==> config.mk <==
export PLATFORM = sky130hd
export DESIGN_NAME = elevator_call_dispatcher
export DESIGN_NICKNAME = d
export VERILOG_FILES = /design/src/design/ecd_pkg.sv /design/src/design/ecd_find.sv /design/src/design/ecd_state.sv /design/src/design/elevator_call_dispatcher.sv
export VERILOG_INCLUDE_DIRS = /design/src /design/src/design
export SDC_FILE = /design/constraint.sdc
export NUM_CORES = 1
export LEC_CHECK = 0
export BUFFER_PORTS_ARGS = -buffer_cell sky130_fd_sc_hd__buf_2
export CAP_MARGIN = 20
export CORE_ASPECT_RATIO = 2
export CORE_UTILIZATION = 60
export DETAILED_ROUTE_END_ITERATION = 6
export GPL_TIMING_DRIVEN = 0
export PLACE_DENSITY = 0.9
export SLEW_MARGIN = 20
export SYNTH_ARGS = -nofsm -noshare
export SYNTH_HDL_FRONTEND = slang
export SYNTH_SLANG_ARGS = --single-unit
==> constraint.sdc <==
create_clock -name clk -period 4.8 [get_ports clk]
set_input_delay 1.2 -clock clk [delete_from_list [all_inputs] [get_ports clk]]
set_output_delay 1.2 -clock clk [all_outputs]
set_load 0.005 [all_outputs]
==> src/design/elevator_call_dispatcher_assert.svh <==
// Assertion macros shared by the elevator call dispatcher modules.
`ifndef ELEVATOR_CALL_DISPATCHER_ASSERT_SVH
`define ELEVATOR_CALL_DISPATCHER_ASSERT_SVH

// Same-cycle implication, checked on every rising edge of clk outside reset.
`define ECD_ASSERT_IMP(label, ante, cons, msg) \
  label: assert property (@(posedge clk) disable iff (!rst_n) (ante) |-> (cons)) \
    else $error(msg);

// Next-cycle implication, checked on every rising edge of clk outside reset.
`define ECD_ASSERT_NXT(label, ante, cons, msg) \
  label: assert property (@(posedge clk) disable iff (!rst_n) (ante) |=> (cons)) \
    else $error(msg);

`endif

==> src/design/ecd_pkg.sv <==
// Types, codes and constants shared by the elevator call dispatcher modules.
package ecd_pkg;

  // Number of floors served; floor numbers are carried in FLOOR_W bits.
  localparam int FLOOR_COUNT = 10;
  localparam int FLOOR_W     = 4;
  localparam int OP_W        = 3;
  localparam int WAY_W       = 2;

  typedef logic [FLOOR_COUNT-1:0] map_t;
  typedef logic [FLOOR_W-1:0]     floor_t;
  typedef logic [OP_W-1:0]        op_t;
  typedef logic [WAY_W-1:0]       way_t;

  // Highest floor and the floor count at a width that fits a floor compare.
  localparam floor_t               TOP_FLOOR    = FLOOR_W'(FLOOR_COUNT - 1);
  localparam logic [FLOOR_W:0]     FLOOR_LIMIT  = (FLOOR_W + 1)'(FLOOR_COUNT);

  // Event codes.
  localparam op_t OP_HALL   = 3'd0;
  localparam op_t OP_CAR    = 3'd1;
  localparam op_t OP_FLOOR  = 3'd2;
  localparam op_t OP_QUERY  = 3'd3;
  localparam op_t OP_SERVED = 3'd4;

  // Trip direction codes.
  localparam way_t WAY_IDLE = 2'd0;
  localparam way_t WAY_UP   = 2'd1;
  localparam way_t WAY_DOWN = 2'd2;

  // One input beat.
  typedef struct packed {
    op_t    opcode;
    floor_t call_floor;
    logic   call_going_up;
  } ecd_item_t;

  // One result beat.
  typedef struct packed {
    floor_t dest_floor;
    logic   dest_valid;
    way_t   travel_dir;
    floor_t car_floor;
    logic   at_destination;
  } ecd_res_t;

endpackage

==> src/design/ecd_find.sv <==
// Priority encoders giving the lowest and highest pending floor of a call map.
module ecd_find (
  input  ecd_pkg::map_t   map,
  output ecd_pkg::floor_t lowest,
  output ecd_pkg::floor_t highest,
  output logic            any
);

  // Lowest set bit: scan downward so the lowest set bit is written last.
  always_comb begin
    lowest = '0;
    for (int i = ecd_pkg::FLOOR_COUNT - 1; i >= 0; i--) begin
      if (map[i]) begin
        lowest = ecd_pkg::FLOOR_W'(i);
      end
    end
  end

  // Highest set bit: scan upward so the highest set bit is written last.
  always_comb begin
    highest = '0;
    for (int i = 0; i < ecd_pkg::FLOOR_COUNT; i++) begin
      if (map[i]) begin
        highest = ecd_pkg::FLOOR_W'(i);
      end
    end
  end

  assign any = |map;

endmodule

==> src/design/ecd_state.sv <==
// Car state registers and the per-event update and destination logic.
`include "elevator_call_dispatcher_assert.svh"

module ecd_state (
  input  logic              clk,
  input  logic              rst_n,
  input  logic              fire,
  input  ecd_pkg::ecd_item_t item,
  output ecd_pkg::ecd_res_t  res
);

  ecd_pkg::floor_t floor_now_r, floor_now_nxt;
  ecd_pkg::way_t   trip_way_r, trip_way_nxt;
  ecd_pkg::map_t   this_r, this_nxt;
  ecd_pkg::map_t   next_r, next_nxt;

  logic            idle;
  logic            travelling;
  logic            in_range;
  logic            ahead;
  ecd_pkg::way_t   call_way;
  ecd_pkg::map_t   call_bit;
  ecd_pkg::map_t   here_bit;
  logic            new_trip;
  ecd_pkg::map_t   pick_map;
  ecd_pkg::floor_t pick_lo;
  ecd_pkg::floor_t pick_hi;
  logic            pick_any;
  ecd_pkg::way_t   pick_way;

  // Decode of the beat against the current state.
  assign idle       = (trip_way_r == ecd_pkg::WAY_IDLE);
  assign travelling = (trip_way_r == ecd_pkg::WAY_UP) || (trip_way_r == ecd_pkg::WAY_DOWN);
  assign in_range   = ({1'b0, item.call_floor} < ecd_pkg::FLOOR_LIMIT);
  assign call_way   = item.call_going_up ? ecd_pkg::WAY_UP : ecd_pkg::WAY_DOWN;
  assign call_bit   = ecd_pkg::map_t'(1) << item.call_floor;
  assign here_bit   = ecd_pkg::map_t'(1) << floor_now_r;
  assign ahead      = ((item.call_floor > floor_now_r) && (trip_way_r == ecd_pkg::WAY_UP)) ||
                      ((item.call_floor < floor_now_r) && (trip_way_r == ecd_pkg::WAY_DOWN));

  // A query on an exhausted trip promotes the deferred calls.
  assign new_trip = travelling && (this_r == '0);
  assign pick_map = new_trip ? next_r : this_r;

  ecd_find u_find (
    .map     (pick_map),
    .lowest  (pick_lo),
    .highest (pick_hi),
    .any     (pick_any)
  );

  // Direction after a query: kept while the trip has calls, else chosen anew.
  always_comb begin
    if (travelling && !new_trip) begin
      pick_way = trip_way_r;
    end else if (!pick_any) begin
      pick_way = ecd_pkg::WAY_IDLE;
    end else if (pick_lo > floor_now_r) begin
      pick_way = ecd_pkg::WAY_UP;
    end else begin
      pick_way = ecd_pkg::WAY_DOWN;
    end
  end

  // Next state and the result of the beat.
  always_comb begin
    floor_now_nxt = floor_now_r;
    trip_way_nxt  = trip_way_r;
    this_nxt      = this_r;
    next_nxt      = next_r;
    res.dest_floor = '0;
    res.dest_valid = 1'b0;
    case (item.opcode)
      ecd_pkg::OP_HALL: begin
        if (in_range) begin
          if ((item.call_floor != floor_now_r) && (idle || (trip_way_r == call_way))) begin
            this_nxt = this_r | call_bit;
          end else begin
            next_nxt = next_r | call_bit;
          end
        end
      end
      ecd_pkg::OP_CAR: begin
        if (in_range && !(idle && (item.call_floor == floor_now_r))) begin
          if (ahead || idle) begin
            this_nxt = this_r | call_bit;
          end else begin
            next_nxt = next_r | call_bit;
          end
        end
      end
      ecd_pkg::OP_FLOOR: begin
        if ((trip_way_r == ecd_pkg::WAY_UP) && (floor_now_r < ecd_pkg::TOP_FLOOR)) begin
          floor_now_nxt = floor_now_r + ecd_pkg::FLOOR_W'(1);
        end else if ((trip_way_r == ecd_pkg::WAY_DOWN) && (floor_now_r != '0)) begin
          floor_now_nxt = floor_now_r - ecd_pkg::FLOOR_W'(1);
        end
      end
      ecd_pkg::OP_QUERY: begin
        if (new_trip) begin
          this_nxt = next_r;
          next_nxt = '0;
        end
        trip_way_nxt   = pick_way;
        res.dest_valid = pick_any;
        if (pick_any) begin
          res.dest_floor = (pick_way == ecd_pkg::WAY_UP) ? pick_lo : pick_hi;
        end
      end
      ecd_pkg::OP_SERVED: begin
        this_nxt = this_r & ~here_bit;
      end
      default: begin
      end
    endcase
    res.travel_dir     = trip_way_nxt;
    res.car_floor      = floor_now_nxt;
    res.at_destination = res.dest_valid && (res.dest_floor == floor_now_nxt);
  end

  // State registers advance only on an accepted beat.
  always_ff @(posedge clk) begin
    if (!rst_n) begin
      floor_now_r <= '0;
      trip_way_r  <= ecd_pkg::WAY_IDLE;
      this_r      <= '0;
      next_r      <= '0;
    end else if (fire) begin
      floor_now_r <= floor_now_nxt;
      trip_way_r  <= trip_way_nxt;
      this_r      <= this_nxt;
      next_r      <= next_nxt;
    end
  end

  // The car never leaves the building.
  `ECD_ASSERT_IMP(a_floor_in_range, 1'b1, floor_now_r <= ecd_pkg::TOP_FLOOR, "car floor out of range")
  // A found destination always comes with a trip direction.
  `ECD_ASSERT_IMP(a_dest_has_way, fire && (item.opcode == ecd_pkg::OP_QUERY) && res.dest_valid, res.travel_dir != ecd_pkg::WAY_IDLE, "destination found while idle")
  // Promoting the deferred calls empties the deferred map.
  `ECD_ASSERT_NXT(a_promote_clears, fire && (item.opcode == ecd_pkg::OP_QUERY) && travelling && (this_r == '0), next_r == '0, "deferred map not cleared on new trip")

endmodule

==> src/design/elevator_call_dispatcher.sv <==
// Top level of the elevator call dispatcher: input register, state logic, output register.
//
// Usage:
//   Input channel (in_valid, in_stall, in_opcode, in_call_floor, in_call_going_up)
//   carries one event per beat: hall call, car call, floor passed, query or served.
//   Result channel (out_valid, out_stall, out_dest_floor, out_dest_valid,
//   out_travel_dir, out_car_floor, out_at_destination) returns exactly one
//   beat per event, in order, with the car state after that event.
//   An accepted input beat goes into the input register, then through the update
//   logic into the output register. One event per cycle is sustained while the
//   receiver does not stall; the state update is a single pass of bit setting,
//   a floor step and a ten-bit priority encode.
//   When the receiver stalls, the result holds, the pending event waits in the
//   input register and in_stall rises only once both registers are full.
//   Synchronous active-low reset puts the car at floor 0, idle, with both call
//   maps clear, and empties both registers.
`include "elevator_call_dispatcher_assert.svh"

module elevator_call_dispatcher (
  input  logic                 clk,
  input  logic                 rst_n,
  input  logic                 in_valid,
  output logic                 in_stall,
  input  ecd_pkg::op_t         in_opcode,
  input  ecd_pkg::floor_t      in_call_floor,
  input  logic                 in_call_going_up,
  output logic                 out_valid,
  input  logic                 out_stall,
  output ecd_pkg::floor_t      out_dest_floor,
  output logic                 out_dest_valid,
  output ecd_pkg::way_t        out_travel_dir,
  output ecd_pkg::floor_t      out_car_floor,
  output logic                 out_at_destination
);

  logic               item_valid_r, item_valid_nxt;
  ecd_pkg::ecd_item_t item_r;
  logic               res_valid_r, res_valid_nxt;
  ecd_pkg::ecd_res_t  res_r;
  ecd_pkg::ecd_res_t  res;
  logic               fire;

  // The held event moves on when the output register is free or being emptied.
  assign fire     = item_valid_r && (!res_valid_r || !out_stall);
  assign in_stall = item_valid_r && !fire;

  assign item_valid_nxt = in_stall ? item_valid_r : in_valid;
  assign res_valid_nxt  = fire ? 1'b1 : (res_valid_r && out_stall);

  ecd_state u_state (
    .clk   (clk),
    .rst_n (rst_n),
    .fire  (fire),
    .item  (item_r),
    .res   (res)
  );

  // Valid flags.
  always_ff @(posedge clk) begin
    if (!rst_n) begin
      item_valid_r <= 1'b0;
      res_valid_r  <= 1'b0;
    end else begin
      item_valid_r <= item_valid_nxt;
      res_valid_r  <= res_valid_nxt;
    end
  end

  // Payload registers.
  always_ff @(posedge clk) begin
    if (!in_stall) begin
      item_r.opcode        <= in_opcode;
      item_r.call_floor    <= in_call_floor;
      item_r.call_going_up <= in_call_going_up;
    end
    if (fire) begin
      res_r <= res;
    end
  end

  assign out_valid          = res_valid_r;
  assign out_dest_floor     = res_r.dest_floor;
  assign out_dest_valid     = res_r.dest_valid;
  assign out_travel_dir     = res_r.travel_dir;
  assign out_car_floor      = res_r.car_floor;
  assign out_at_destination = res_r.at_destination;

  // Arrival is only flagged for a real destination.
  `ECD_ASSERT_IMP(a_arrival_needs_dest, out_valid && out_at_destination, out_dest_valid, "arrival without destination")

endmodule

### After elaboration in Yosys (flattened, before gate mapping)

Cells that the tools add are included.

* bits in registers: 48
* latch bits: 0
* bits in writable memories: 0
* ROM bits: 0
* memories kept: 0

* add/sub/neg operators: 2
* $mul: 0
* div/mod/pow operators: 0
* magnitude comparators: 5
* eq/ne operators: 18
* shift-type cells: 2
* muxes and demuxes: 43
* bitwise gates (word level): 4
* reductions and logical operators: 32

Operators by type and width (number)
* $mux 10: 10
* $mux 4: 23
* $pmux 10 s4: 1
* $pmux 10 s3: 1
* $or 10x10->10: 2
* $shl 1x4->10 const A: 2
* $logic_and 1x1->1: 13
* $and 10x10->10: 1
* $logic_not 10->1: 1
* $mux 2: 5
* $ne 2x1->1 const B: 5
* $not 10->10: 1
* $reduce_or 10->1: 1
* $eq 4x4->1: 2
* $gt 4x4->1: 2
* $lt 4x4->1 const B: 2
* $reduce_bool 4->1: 2
* $reduce_and 7->1: 1
* $eq 3x2->1 const B: 2
* $reduce_and 6->1: 1
* $logic_not 1->1: 5
* $logic_or 1x1->1: 5
* $mux 5: 1
* $add 4x1->4 const B: 1
* 13 further kinds: 16

### Logic depth before layout (Yosys ltp)

Gate-level depths: netlist of the first run.

* depth after elaboration: 24
* gate-level depth with buffers: 17
* gate-level depth less buffers: 17

### Cells and area by module

From an unflattened synthesis of the first run, not the netlist that was laid out.

* cell total of the unflattened synthesis: 343
* area, all modules: 3056.7 µm²

By module, submodules not included
* ecd_state: times used 1, cells an instance 288, area an instance 2215.9 µm²
* elevator_call_dispatcher: times used 1, cells an instance 28, area an instance 680.7 µm²
* ecd_find: times used 1, cells an instance 27, area an instance 160.2 µm²

### Worst setup path after synthesis of the first run

OpenSTA, ideal clock, no wires.

* kind: register to register
* start point: reg u_state.trip_way_r[1]
* end point: reg res_r, in the netlist out_at_destination, data pin
* setup time: 0.256 ns
* arrival: 3.374 ns
* data required time: 4.544 ns
* slack: 1.170 ns
* stages on the path, launching flop included: 16
* path buffers: 1
* cells stage by stage: dfxtp_1 > inv_1 > ha_1 > nor3b_4 > and3_1 > buf_6 > mux2i_2 > and2_1 > ha_1 > a21oi_1 > o21ai_0 > a31oi_2 > mux2i_1 > and3_2 > xnor2_1 > and4b_1

RTL lines
* start, declared: line ecd_state.sv:13 `ecd_pkg::way_t trip_way_r, trip_way_nxt;`
* start signal, assigned: line ecd_state.sv:125 `trip_way_r <= ecd_pkg::WAY_IDLE;`
* start signal, assigned: line ecd_state.sv:130 `trip_way_r <= trip_way_nxt;`
* end signal, assigned: line elevator_call_dispatcher.sv:77 `res_r <= res;`
* end, declared: line elevator_call_dispatcher.sv:39 `ecd_pkg::ecd_res_t res_r;`

==> flow_summary.json, run 1 <==
{
  "cts.hold.buffers_added": 0,
  "place.gp.congestion": 0.993,
  "cp.arrival_ns": 4.33,
  "die-area_sq_um": 5500,
  "grt-ovfl-total": 0,
  "grt_pass1_vias": 2870,
  "cts_buffers": 5,
  "avgSynthCellArea_sq_um": 8.89,
  "min_period_over_period_pct": 88.9,
  "htree_num_levels": 2,
  "final_cells": 439,
  "cp_common_cell": "ha_1",
  "syn_area_sq_um": 3110,
  "fp.dieW_um": 52.9,
  "synth_cells": 350,
  "grt_first_pass_wirelength_mm": 13.5,
  "clockBufferDepth": 2,
  "hold_path.class": "reg2reg",
  "synthTopCellsByArea": "edfxtp_1 19%, dfxtp_1 18%, ha_1 7.6%, nand2_1 4.6%, a21oi_1 4.0%",
  "ys.warnings.count": 0,
  "final_nets": 412,
  "synth_seq_cells": 48,
  "antenna_cells": 0,
  "cts_resized": 0,
  "synth_top_area_share_pct": 19.3,
  "fin_crit_ns": 4.27,
  "max_slew_margin_pct": 29.6,
  "worst-path-max-fanout": 10,
  "dp_hpwl_mm": 6.49,
  "cts_sinks": 48,
  "power.density_nw_per_um2": 234,
  "ios": 26,
  "total_power_mw": 0.793,
  "p_leak_nw": 1.35,
  "core_area_sq_um": 4910,
  "worstSetupStartpointType": "flip-flop",
  "place_ws_ns": 0.648,
  "cts_tree": "built",
  "worstSkewPairLatency_ns": 0.30,
  "syn_nets": 381,
  "clkTransAtPathRegs_ns": 0.08,
  "totalWireLength_mm": 8.38,
  "rr_worst_depth": 15,
  "ys_seq_area_share_pct": 37.3,
  "slowest_delay_ns": 0.50,
  "rows": 36,
  "crit_buf_inv": 2,
  "drive_gt1_share_pct": 16.0,
  "hold_depth": 2,
  "required_ns": 4.87,
  "setup_viol": 0,
  "ys.flop_type": "dfxtp_1",
  "gr-usage-all-layers_pct": 33.5,
  "cpMaxStageDelayCell": "dfxtp_1",
  "status": "completed",
  "drt_first_pass_iters": 4,
  "tightest_slew_ns": 1.04,
  "synthDistinctLibCells": 67,
  "grt_max_degree": 22,
  "root_buffer": "clkbuf_8",
  "cts_setup_buffers": 0,
  "drt_iter0_drc": 128,
  "syn2layout_area_growth_pct": 9.04,
  "crit_cells": 15,
  "antenna_found_initial": 0,
  "synthArstFlopShare_pct": 0,
  "port_buffers": 24,
  "layout_setup_ws_ns": 0.533,
  "synth-edff-count": 20,
  "yosysTopAreaCell": "edfxtp_1",
  "ir_drop_v": 0.000241,
  "drcViolationCount": 0,
  "crit_family": "simple AND/OR/NAND/NOR gates",
  "vias": 2846,
  "die_height_um": 104,
  "drt.antenna.violating_nets": 0,
  "rsz0062_at_grt": "false",
  "max-cap-violations": 0,
  "setup_tns_ns": 0,
  "final_hold_viol_count": 0,
  "routedWlPerCell_um": 19.1,
  "floorplan.initialDensity_pct": 63.4,
  "crit_chain": "inv_1 -> ha_1 -> nor3b_4 -> and3_1 -> buf_6 -> mux2i_2 -> and2_1 -> ha_1 -> a21oi_1 -> o21ai_0 -> a31oi_2 -> mux2i_1 -> and3_2 -> xnor2_1 -> and4b_1",
  "critPathCaptureType": "flip-flop",
  "slew_violations": 0,
  "dp_cells": 431,
  "critPathKind": "reg2reg",
  "timing.clock.skew_ns": 0.00431,
  "via_per_inst": 6.48,
  "fmax_mhz": 234
}
## cells in the final DEF, fill, tap and decap left out, drive strengths merged, types with 2 or more instances in the layout
cell / Yosys / final
o211ai: 3 / 3
a31o: 5 / 5
and3: 2 / 2
a32o: 4 / 4
or2: 3 / 3
a41o: 4 / 4
a21oi: 25 / 25
a31oi: 13 / 13
o21a: 3 / 3
buf: 6 / 30
nand2b: 2 / 2
a41oi: 5 / 5
or3: 3 / 3
and3b: 2 / 2
nor2b: 7 / 7
dfxtp: 28 / 28
ha: 19 / 19
a21o: 3 / 3
nor4: 6 / 6
xnor2: 6 / 6
clkbuf: 9 / 17
nor3: 10 / 10
mux2i: 6 / 6
nand2: 38 / 38
o21ai: 29 / 29
inv: 24 / 24
o22ai: 4 / 4
nand4: 2 / 2
a21boi: 3 / 3
o32ai: 2 / 2
nand3: 10 / 10
a211oi: 2 / 2
edfxtp: 20 / 20
nor3b: 3 / 3
nor2: 24 / 24
## where the power goes
group          internal (mW)  total, mW  switching [mW]  leakage, nW
logic                 0.0372      0.101          0.0639        0.875
registers              0.435      0.446          0.0109        0.425
clock network          0.118      0.246           0.128       0.0455
## routing by layer
metal	track usage (%)	wire length [um]
met3	6.29	325
met5	0	0
met4	26.1	656
met1	32.7	2950
met2	57.4	4440
## registers in the layout, indices dropped and copies added, names as in the netlist, 2 cells and up
signal,flops
item_r,8
out_car_floor,4
out_dest_floor,4
out_travel_dir,2
u_state.floor_now_r,4
u_state.next_r,10
u_state.this_r,10
u_state.trip_way_r,2
## cells in the mapped netlist, types with 2 or more instances
cell,count
clkbuf_1,8
nand2_1,38
a31o_2,3
nor2_1,22
or3_1,3
ha_1,19
and3b_1,2
a41oi_1,5
a21boi_0,3
nor4_4,2
a211oi_1,2
a21oi_1,25
a21o_1,3
o21ai_1,8
nor3_1,8
dfxtp_1,28
xnor2_1,6
a41o_2,4
o32ai_1,2
nor2b_1,7
nand2b_1,2
o22ai_1,4
o211ai_1,3
or2_2,3
o21a_1,3
edfxtp_1,20
a32o_1,4
nor2_2,2
a31o_1,2
a31oi_1,12
inv_1,23
buf_6,2
mux2i_1,5
o21ai_0,20
nor3b_1,2
buf_2,3
nand3_1,9
nand4_1,2
nor4_1,3
## through the flow
step	util, %	hold WS, ns	instance area, sq um
2_1_floorplan	-	0.417	3110
3_3_place_gp	67.3	0.433	3300
3_5_place_dp	67.3	0.440	3300
4_1_cts	69.1	0.460	3390
5_1_grt	69.1	0.495	3390
6_report	69.1	0.460	3390
## worst min-delay path: cells and delay by family, from the launching register on
family           cells  cell delay, ns
AO/OA/AOI/OAI        1            0.05
AND/OR/NAND/NOR      1            0.04
flip-flops           1            0.33
## path summary, 6_finish.rpt
kind / start / end / slack [ns]
max reg2reg: u_state.trip_way_r[1] / out_at_destination / 0.53
min reg2reg: u_state.next_r[2] / u_state.next_r[2] / 0.46
min: u_state.next_r[2] / u_state.next_r[2] / 0.46
max: u_state.trip_way_r[1] / out_at_destination / 0.53
## kinds of logic (layout without fill, tap and decap cells)
family                     Yosys count  in the layout  share of synthesized area, %
adders and majority gates           19             19                          7.64
and+or+nand+nor                    118            118                          21.0
muxes                                6              6                          2.05
AOI/OAI and AO/OA                  113            113                          24.3
DFF                                 48             48                          37.3
buffers and inverters               39             71                          5.75
xor gates and xnor gates             7              7                          1.97
## final cells by class
type / instances / area (sq um)
Timing Repair Buffer: 24 / 120
Buffer: 15 / 88.8
Tap cell: 57 / 71.3
Sequential cell: 48 / 1160
Multi-Input combinational cell: 263 / 1770
Inverter: 24 / 90.1
Fill cell: 392 / 1520
Clock buffer: 8 / 90.1
No activity file was read; power rests on OpenSTA's default activity.
==> run 2: changes to the inputs <==
CELL_PAD_IN_SITES_DETAIL_PLACEMENT = 1   (was unset)
CELL_PAD_IN_SITES_GLOBAL_PLACEMENT = 1   (was unset)
CORE_UTILIZATION = 46   (was 60)
==> run 2 against run 1 <==
  * Combinational power is 4% higher
  * Maximum frequency decreased by 5.2%
  * Sequential power about the same
  * Die area up 30%
  * Largest power group unchanged
  * Largest cell class unchanged
  * Critical endpoint unchanged
==> flow_summary.json, run 2 (synthesis results as in run 1) <==
{
  "min_period_over_period_pct": 93.7,
  "reg_top3": "u_state.next_r x10, u_state.this_r x10, item_r x8",
  "dp_hpwl_mm": 7.65,
  "final_hold_viol_count": 0,
  "final_common_cell": "nand2_1",
  "totalWireLength_mm": 9.89,
  "place.gp.congestion": 0.897,
  "routedWlPerCell_um": 21.0,
  "worstSetupStartpointType": "flip-flop",
  "final_cell_mix": "38 x nand2_1, 28 x dfxtp_1, 27 x buf_2",
  "cts_buffers": 5,
  "place_ws_ns": 0.453,
  "cpMaxStageDelayCell": "mux2i_2",
  "netSwitchingFraction_pct": 25.5,
  "syn2layout_area_growth_pct": 12.6,
  "fp.dieW_um": 60.2,
  "die-area_sq_um": 7120,
  "vias": 2929,
  "timing.clock.skew_ns": 0.00996,
  "p_clk_share_pct": 41.1,
  "clkTransAtPathRegs_ns": 0.07,
  "cts_setup_buffers": 0,
  "dp_cells": 462,
  "power.density_nw_per_um2": 267,
  "critPathCaptureType": "flip-flop",
  "cp.arrival_ns": 4.55,
  "tightest_slew_ns": 1.04,
  "rr_worst_depth": 15,
  "max-cap-violations": 0,
  "whs_ns": 0.488,
  "slowest_delay_ns": 0.49,
  "grt_pass1_vias": 3131,
  "grt-ovfl-total": 0,
  "core_area_sq_um": 6570,
  "fin_crit_ns": 4.50,
  "cts.hold.buffers_added": 0,
  "power_frac_comb_pct": 11.2,
  "drive_gt1_share_pct": 16.5,
  "p_seq_share_pct": 47.7,
  "htree_num_levels": 2,
  "cp_common_cell": "ha_1",
  "die_height_um": 118,
  "worstSkewPairLatency_ns": 0.30,
  "p_leak_nw": 1.38,
  "drt.antenna.violating_nets": 0,
  "final_cells": 470,
  "ios": 26,
  "cts_sinks": 48,
  "port_buffers": 24,
  "gr-usage-all-layers_pct": 30.4,
  "cts_tree": "built",
  "rows": 42,
  "rsz0062_at_grt": "false",
  "required_ns": 4.85,
  "cts_resized": 0,
  "setup_tns_ns": 0,
  "worst-path-max-fanout": 10,
  "grt_max_degree": 22,
  "root_buffer": "clkbuf_16",
  "clockBufferDepth": 2,
  "crit_chain": "inv_1 -> ha_1 -> nor3b_4 -> and3_1 -> buf_6 -> mux2i_2 -> and2_1 -> ha_1 -> a21oi_1 -> o21ai_0 -> a31oi_2 -> mux2i_1 -> and3_2 -> xnor2_1 -> and4b_1",
  "antenna_cells": 0,
  "power.internal_mw": 0.698,
  "slew_violations": 0,
  "status": "completed",
  "via_per_inst": 6.23,
  "fmax_mhz": 222,
  "ir_drop_v": 0.000250,
  "max_slew_margin_pct": 30.8,
  "setup_viol": 0,
  "drt_iter0_drc": 176,
  "drcViolationCount": 0,
  "layout_setup_ws_ns": 0.301,
  "drt_first_pass_iters": 4,
  "grt_first_pass_wirelength_mm": 15.9,
  "final_nets": 412,
  "floorplan.initialDensity_pct": 47.4,
  "p_sw_mw": 0.239,
  "hold_depth": 2,
  "antenna_found_initial": 0,
  "hold_path.class": "reg2reg",
  "critPathKind": "reg2reg"
}
-- run 2: cell count changes in the layout (fill, tap and decap cells not counted) --
cell,before,now
clkbuf_1,10,8
clkbuf_16,0,6
clkbuf_8,7,1
clkinv_2,0,1
inv_4,0,1
-- run 2: final cells by class --
| type | instances | area [sq um] |
|---|---|---|
| fillers | 799 | 3060 |
| repair buffers | 24 | 120 |
| plain buffers | 15 | 88.8 |
| multi-input cells | 263 | 1770 |
| inverters | 24 | 90.1 |
| clock inverters | 2 | 11.3 |
| flip-flops and latches | 48 | 1160 |
| well taps | 88 | 110 |
| clock buffers | 6 | 150 |
-- run 2: worst max-delay path: cells and delay by family, from the launching register on --
kind / cells / cell delay, ns
fa+ha+maj: 2 / 0.69
compound gates: 3 / 0.69
mux: 2 / 0.72
flops: 1 / 0.44
xor+xnor: 1 / 0.06
simple gates: 5 / 1.35
buf+inv: 2 / 0.30
-- run 2: per-stage QoR --
| step | instance area (sq um) | util, % | total power, mW |
|---|---|---|---|
| 2_1_floorplan | 3110 | - | 0.522 |
| 4_1_cts | 3500 | 53.4 | 0.937 |
| 6_report | 3500 | 53.4 | 0.936 |
| 3_3_place_gp | 3340 | 50.9 | 0.552 |
| 5_1_grt | 3500 | 53.4 | 0.962 |
| 3_5_place_dp | 3340 | 50.9 | 0.558 |
-- run 2: final timing paths --
check | startpoint | end | slack (ns)
worst max-delay path | u_state.trip_way_r[0] | out_at_destination | 0.30
worst min-delay path | u_state.next_r[2] | u_state.next_r[2] | 0.49
worst max register to register | u_state.trip_way_r[0] | out_at_destination | 0.30
worst min register to register | u_state.next_r[2] | u_state.next_r[2] | 0.49
-- run 2: power by group through the flow --
stage	clock [mW]	combinational [mW]	sequential [mW]
after floorplan	0	0.0693	0.453
after global placement	0	0.0980	0.455
after detailed placement	0	0.103	0.455
after CTS	0.386	0.104	0.446
after global routing	0.399	0.116	0.448
final	0.385	0.105	0.446
-- run 2: per-layer routing --
metal	GRT usage [%]	vias up	routed length [um]
met4	18.5	0	571
met1	31.5	1425	3410
li1	-	1358	-
met2	54.1	104	5600
met3	3.94	42	304
met5	0	-	0
==> run 3: changes to the inputs <==
--- a/config.mk
+++ b/config.mk
@@ -17,2 +17,3 @@
 export PLACE_DENSITY = 0.9
+export SETUP_SLACK_MARGIN = 0.02
 export SLEW_MARGIN = 20
@@ -20,2 +21,3 @@
 export SYNTH_HDL_FRONTEND = slang
+export SYNTH_HIERARCHICAL = 1
 export SYNTH_SLANG_ARGS = --single-unit
==> constraint.sdc (replaced) <==
create_clock -name clk -period 4.8 [get_ports clk]
set_input_delay 0.72 -clock clk [delete_from_list [all_inputs] [get_ports clk]]
set_output_delay 0.72 -clock clk [all_outputs]
set_load 0.005 [all_outputs]
==> run 3 against run 2 <==
  * Die area shrank 1.8%
  * Power up 0.96%
  * Via count rose by 0.17%
  * Register-to-register slack improved by 0.02 ns
  * Combinational power grew 42%
  * Clock power down 11%
  * Routed wire length shrank 0.99%
  * Core utilization is 0.99 points higher
  * Count of clock-buffer cells in the layout shrank 1
  * Maximum frequency grew 0.53%
  * Synthesized cell count decreased by 2.0%
==> flow_summary.json, run 3 <==
{
  "final_common_cell": "nor2_1",
  "setup_tns_ns": 0,
  "antenna_found_initial": 0,
  "final_nets": 407,
  "die_height_um": 117,
  "p_leak_nw": 1.41,
  "slowest_delay_ns": 0.46,
  "cts_tree": "built",
  "totalWireLength_mm": 9.79,
  "min_period_over_period_pct": 93.2,
  "yosys-top-cells-count": "36 x nor2_1, 28 x dfxtp_1, 27 x nand2_1",
  "slew_violations": 0,
  "max_slew_margin_pct": 54.4,
  "critPathCaptureType": "flip-flop",
  "gr-usage-all-layers_pct": 30.1,
  "place_ws_ns": 0.307,
  "final_hold_viol_count": 0,
  "layout_setup_ws_ns": 0.324,
  "dp_hpwl_mm": 7.62,
  "cts.hold.buffers_added": 0,
  "status": "completed",
  "crit_buf_inv": 4,
  "top_layer": "met4",
  "grt_max_degree": 16,
  "synth_seq_cells": 48,
  "rows": 41,
  "ir_drop_v": 0.000251,
  "crit_chain": "inv_1 -> ha_1 -> inv_1 -> nor2_2 -> buf_2 -> a21o_2 -> nor2_1 -> a221o_1 -> a221oi_2 -> inv_1 -> ha_1 -> nor2b_1 -> o211ai_1 -> a221oi_2 -> o21ai_0 -> a31oi_1 -> o21ai_0 -> nor4_2",
  "drt.antenna.violating_nets": 0,
  "nFillCells": 810,
  "drcViolationCount": 0,
  "place.gp.congestion": 0.915,
  "htree_num_levels": 2,
  "max-cap-violations": 0,
  "routedWlPerCell_um": 21.1,
  "floorplan.initialDensity_pct": 48.1,
  "cp_common_cell": "inv_1",
  "drt_iter0_drc": 125,
  "worst-path-max-fanout": 10,
  "syn2layout_area_growth_pct": 13.1,
  "synth-edff-count": 20,
  "fp.dieW_um": 59.6,
  "synth_top_area_share_pct": 19.6,
  "drt_first_pass_iters": 4,
  "synth_cells": 343,
  "fmax_mhz": 223,
  "tightest_slew_ns": 0.677,
  "vias": 2934,
  "wl_met2_mm": 5.38,
  "synthDistinctLibCells": 62,
  "required_ns": 4.92,
  "avgSynthCellArea_sq_um": 8.91,
  "grt-ovfl-total": 0,
  "syn_nets": 374,
  "clockBufferDepth": 2,
  "multiInputGateArea_sq_um": 1780,
  "cpMaxStageDelayCell": "dfxtp_1",
  "worstSkewPairLatency_ns": 0.29,
  "die-area_sq_um": 6990,
  "yosysMostFrequentCell": "nor2_1",
  "synthArstFlopShare_pct": 0,
  "antenna_cells": 0,
  "ios": 26,
  "ys_seq_area_share_pct": 38.0,
  "grt_first_pass_wirelength_mm": 15.3,
  "setup_viol": 0,
  "wl_met3_um": 325,
  "port_buffers": 25,
  "syn_area_sq_um": 3060,
  "ys.warnings.count": 6,
  "rsz0062_at_grt": "false",
  "critPathKind": "reg2reg",
  "timing.clock.skew_ns": 0.00471,
  "fin_crit_ns": 4.48,
  "drive_gt1_share_pct": 16.2,
  "via_per_inst": 6.34,
  "final_cell_mix": "35 x nor2_1, 29 x buf_2, 28 x dfxtp_1",
  "ys.flop_type": "dfxtp_1",
  "crit_family": "compound AO/OA/AOI/OAI gates",
  "place_area_sq_um": 3300,
  "worstSetupStartpointType": "flip-flop",
  "hold_path.class": "reg2reg",
  "reg_top3": "u_state/next_r x10, u_state/this_r x10, item_r x8",
  "grt_pass1_vias": 3189,
  "clkTransAtPathRegs_ns": 0.06,
  "root_buffer": "clkbuf_16",
  "power.density_nw_per_um2": 273,
  "regArea_sq_um": 1160,
  "cts_sinks": 48,
  "yosysTopAreaCell": "edfxtp_1",
  "core_area_sq_um": 6360,
  "synthTopCellsByArea": "edfxtp_1 20%, dfxtp_1 18%, ha_1 7.8%, nor2_1 4.4%, a21oi_1 3.6%",
  "cts_buffers": 5,
  "fin_area_sq_um": 3460,
  "cp.arrival_ns": 4.59,
  "met1_length_mm": 3.21
}
[run 3: cell families (layout without fill, tap and decap cells)]
family          count (synthesis)  in the layout  synth area share (%)
buf+inv                        33             67                  4.22
flops                          48             48                  38.0
simple gates                  117            117                  19.8
mux                             5              5                  1.64
compound gates                114            114                  26.6
xor+xnor                        7              7                  2.01
fa+ha+maj                      19             19                  7.78
[run 3: cell type report]
class	instances	area share, %
Inverter	22	2.39
Timing Repair Buffer	26	3.94
Clock inverter	3	0.507
Clock buffer	5	3.62
Tap cell	86	3.11
Buffer	11	1.34
Multi-Input combinational cell	262	51.5
Sequential cell	48	33.6
[run 3: stage by stage]
| stage | util [%] | total power, mW | cells | hold slack (ns) |
|---|---|---|---|---|
| floorplan | - | 0.552 | 343 | 0.437 |
| finish | 54.3 | 0.945 | 463 | 0.486 |
| global placement | 51.7 | 0.595 | 454 | 0.453 |
| global route | 54.3 | 0.982 | 463 | 0.498 |
| CTS | 54.2 | 0.952 | 463 | 0.485 |
| detailed placement | 51.9 | 0.605 | 455 | 0.465 |
[run 3: layer usage]
metal,vias up,track usage (%)
met1,1427,25.1
met5,-,0
met4,0,26.5
met2,106,56.7
met3,62,5.49
li1,1339,-
[run 3: final timing paths]
check / startpoint / to / slack (ns) / depth (start not counted)
max reg2reg: u_state/trip_way_r[0] / out_at_destination / 0.32 / 18
min reg2reg: u_state/next_r[8] / u_state/next_r[8] / 0.49 / 2
min: u_state/next_r[8] / u_state/next_r[8] / 0.49 / 2
max: u_state/trip_way_r[0] / out_at_destination / 0.32 / 18
[run 3: where the power goes]
part	switching (mW)	internal, mW	total, mW	leakage, nW
sequential	0.0148	0.439	0.453	0.429
combinational	0.0983	0.0511	0.149	0.913
clock	0.151	0.191	0.343	0.0678
[run 3: what timing repair did]
action / CTS / global route
setup buffers: 0 / 0
gates resized for setup: 0 / 3
setup endpoints to repair: 0 / 1
hold endpoints to repair: 0 / 0
[run 3: worst min-delay path, cell delays in order (launching register included)]
cell,delay (ns)
dfxtp_1,0.33
a41oi_1,0.05
nor2_1,0.07
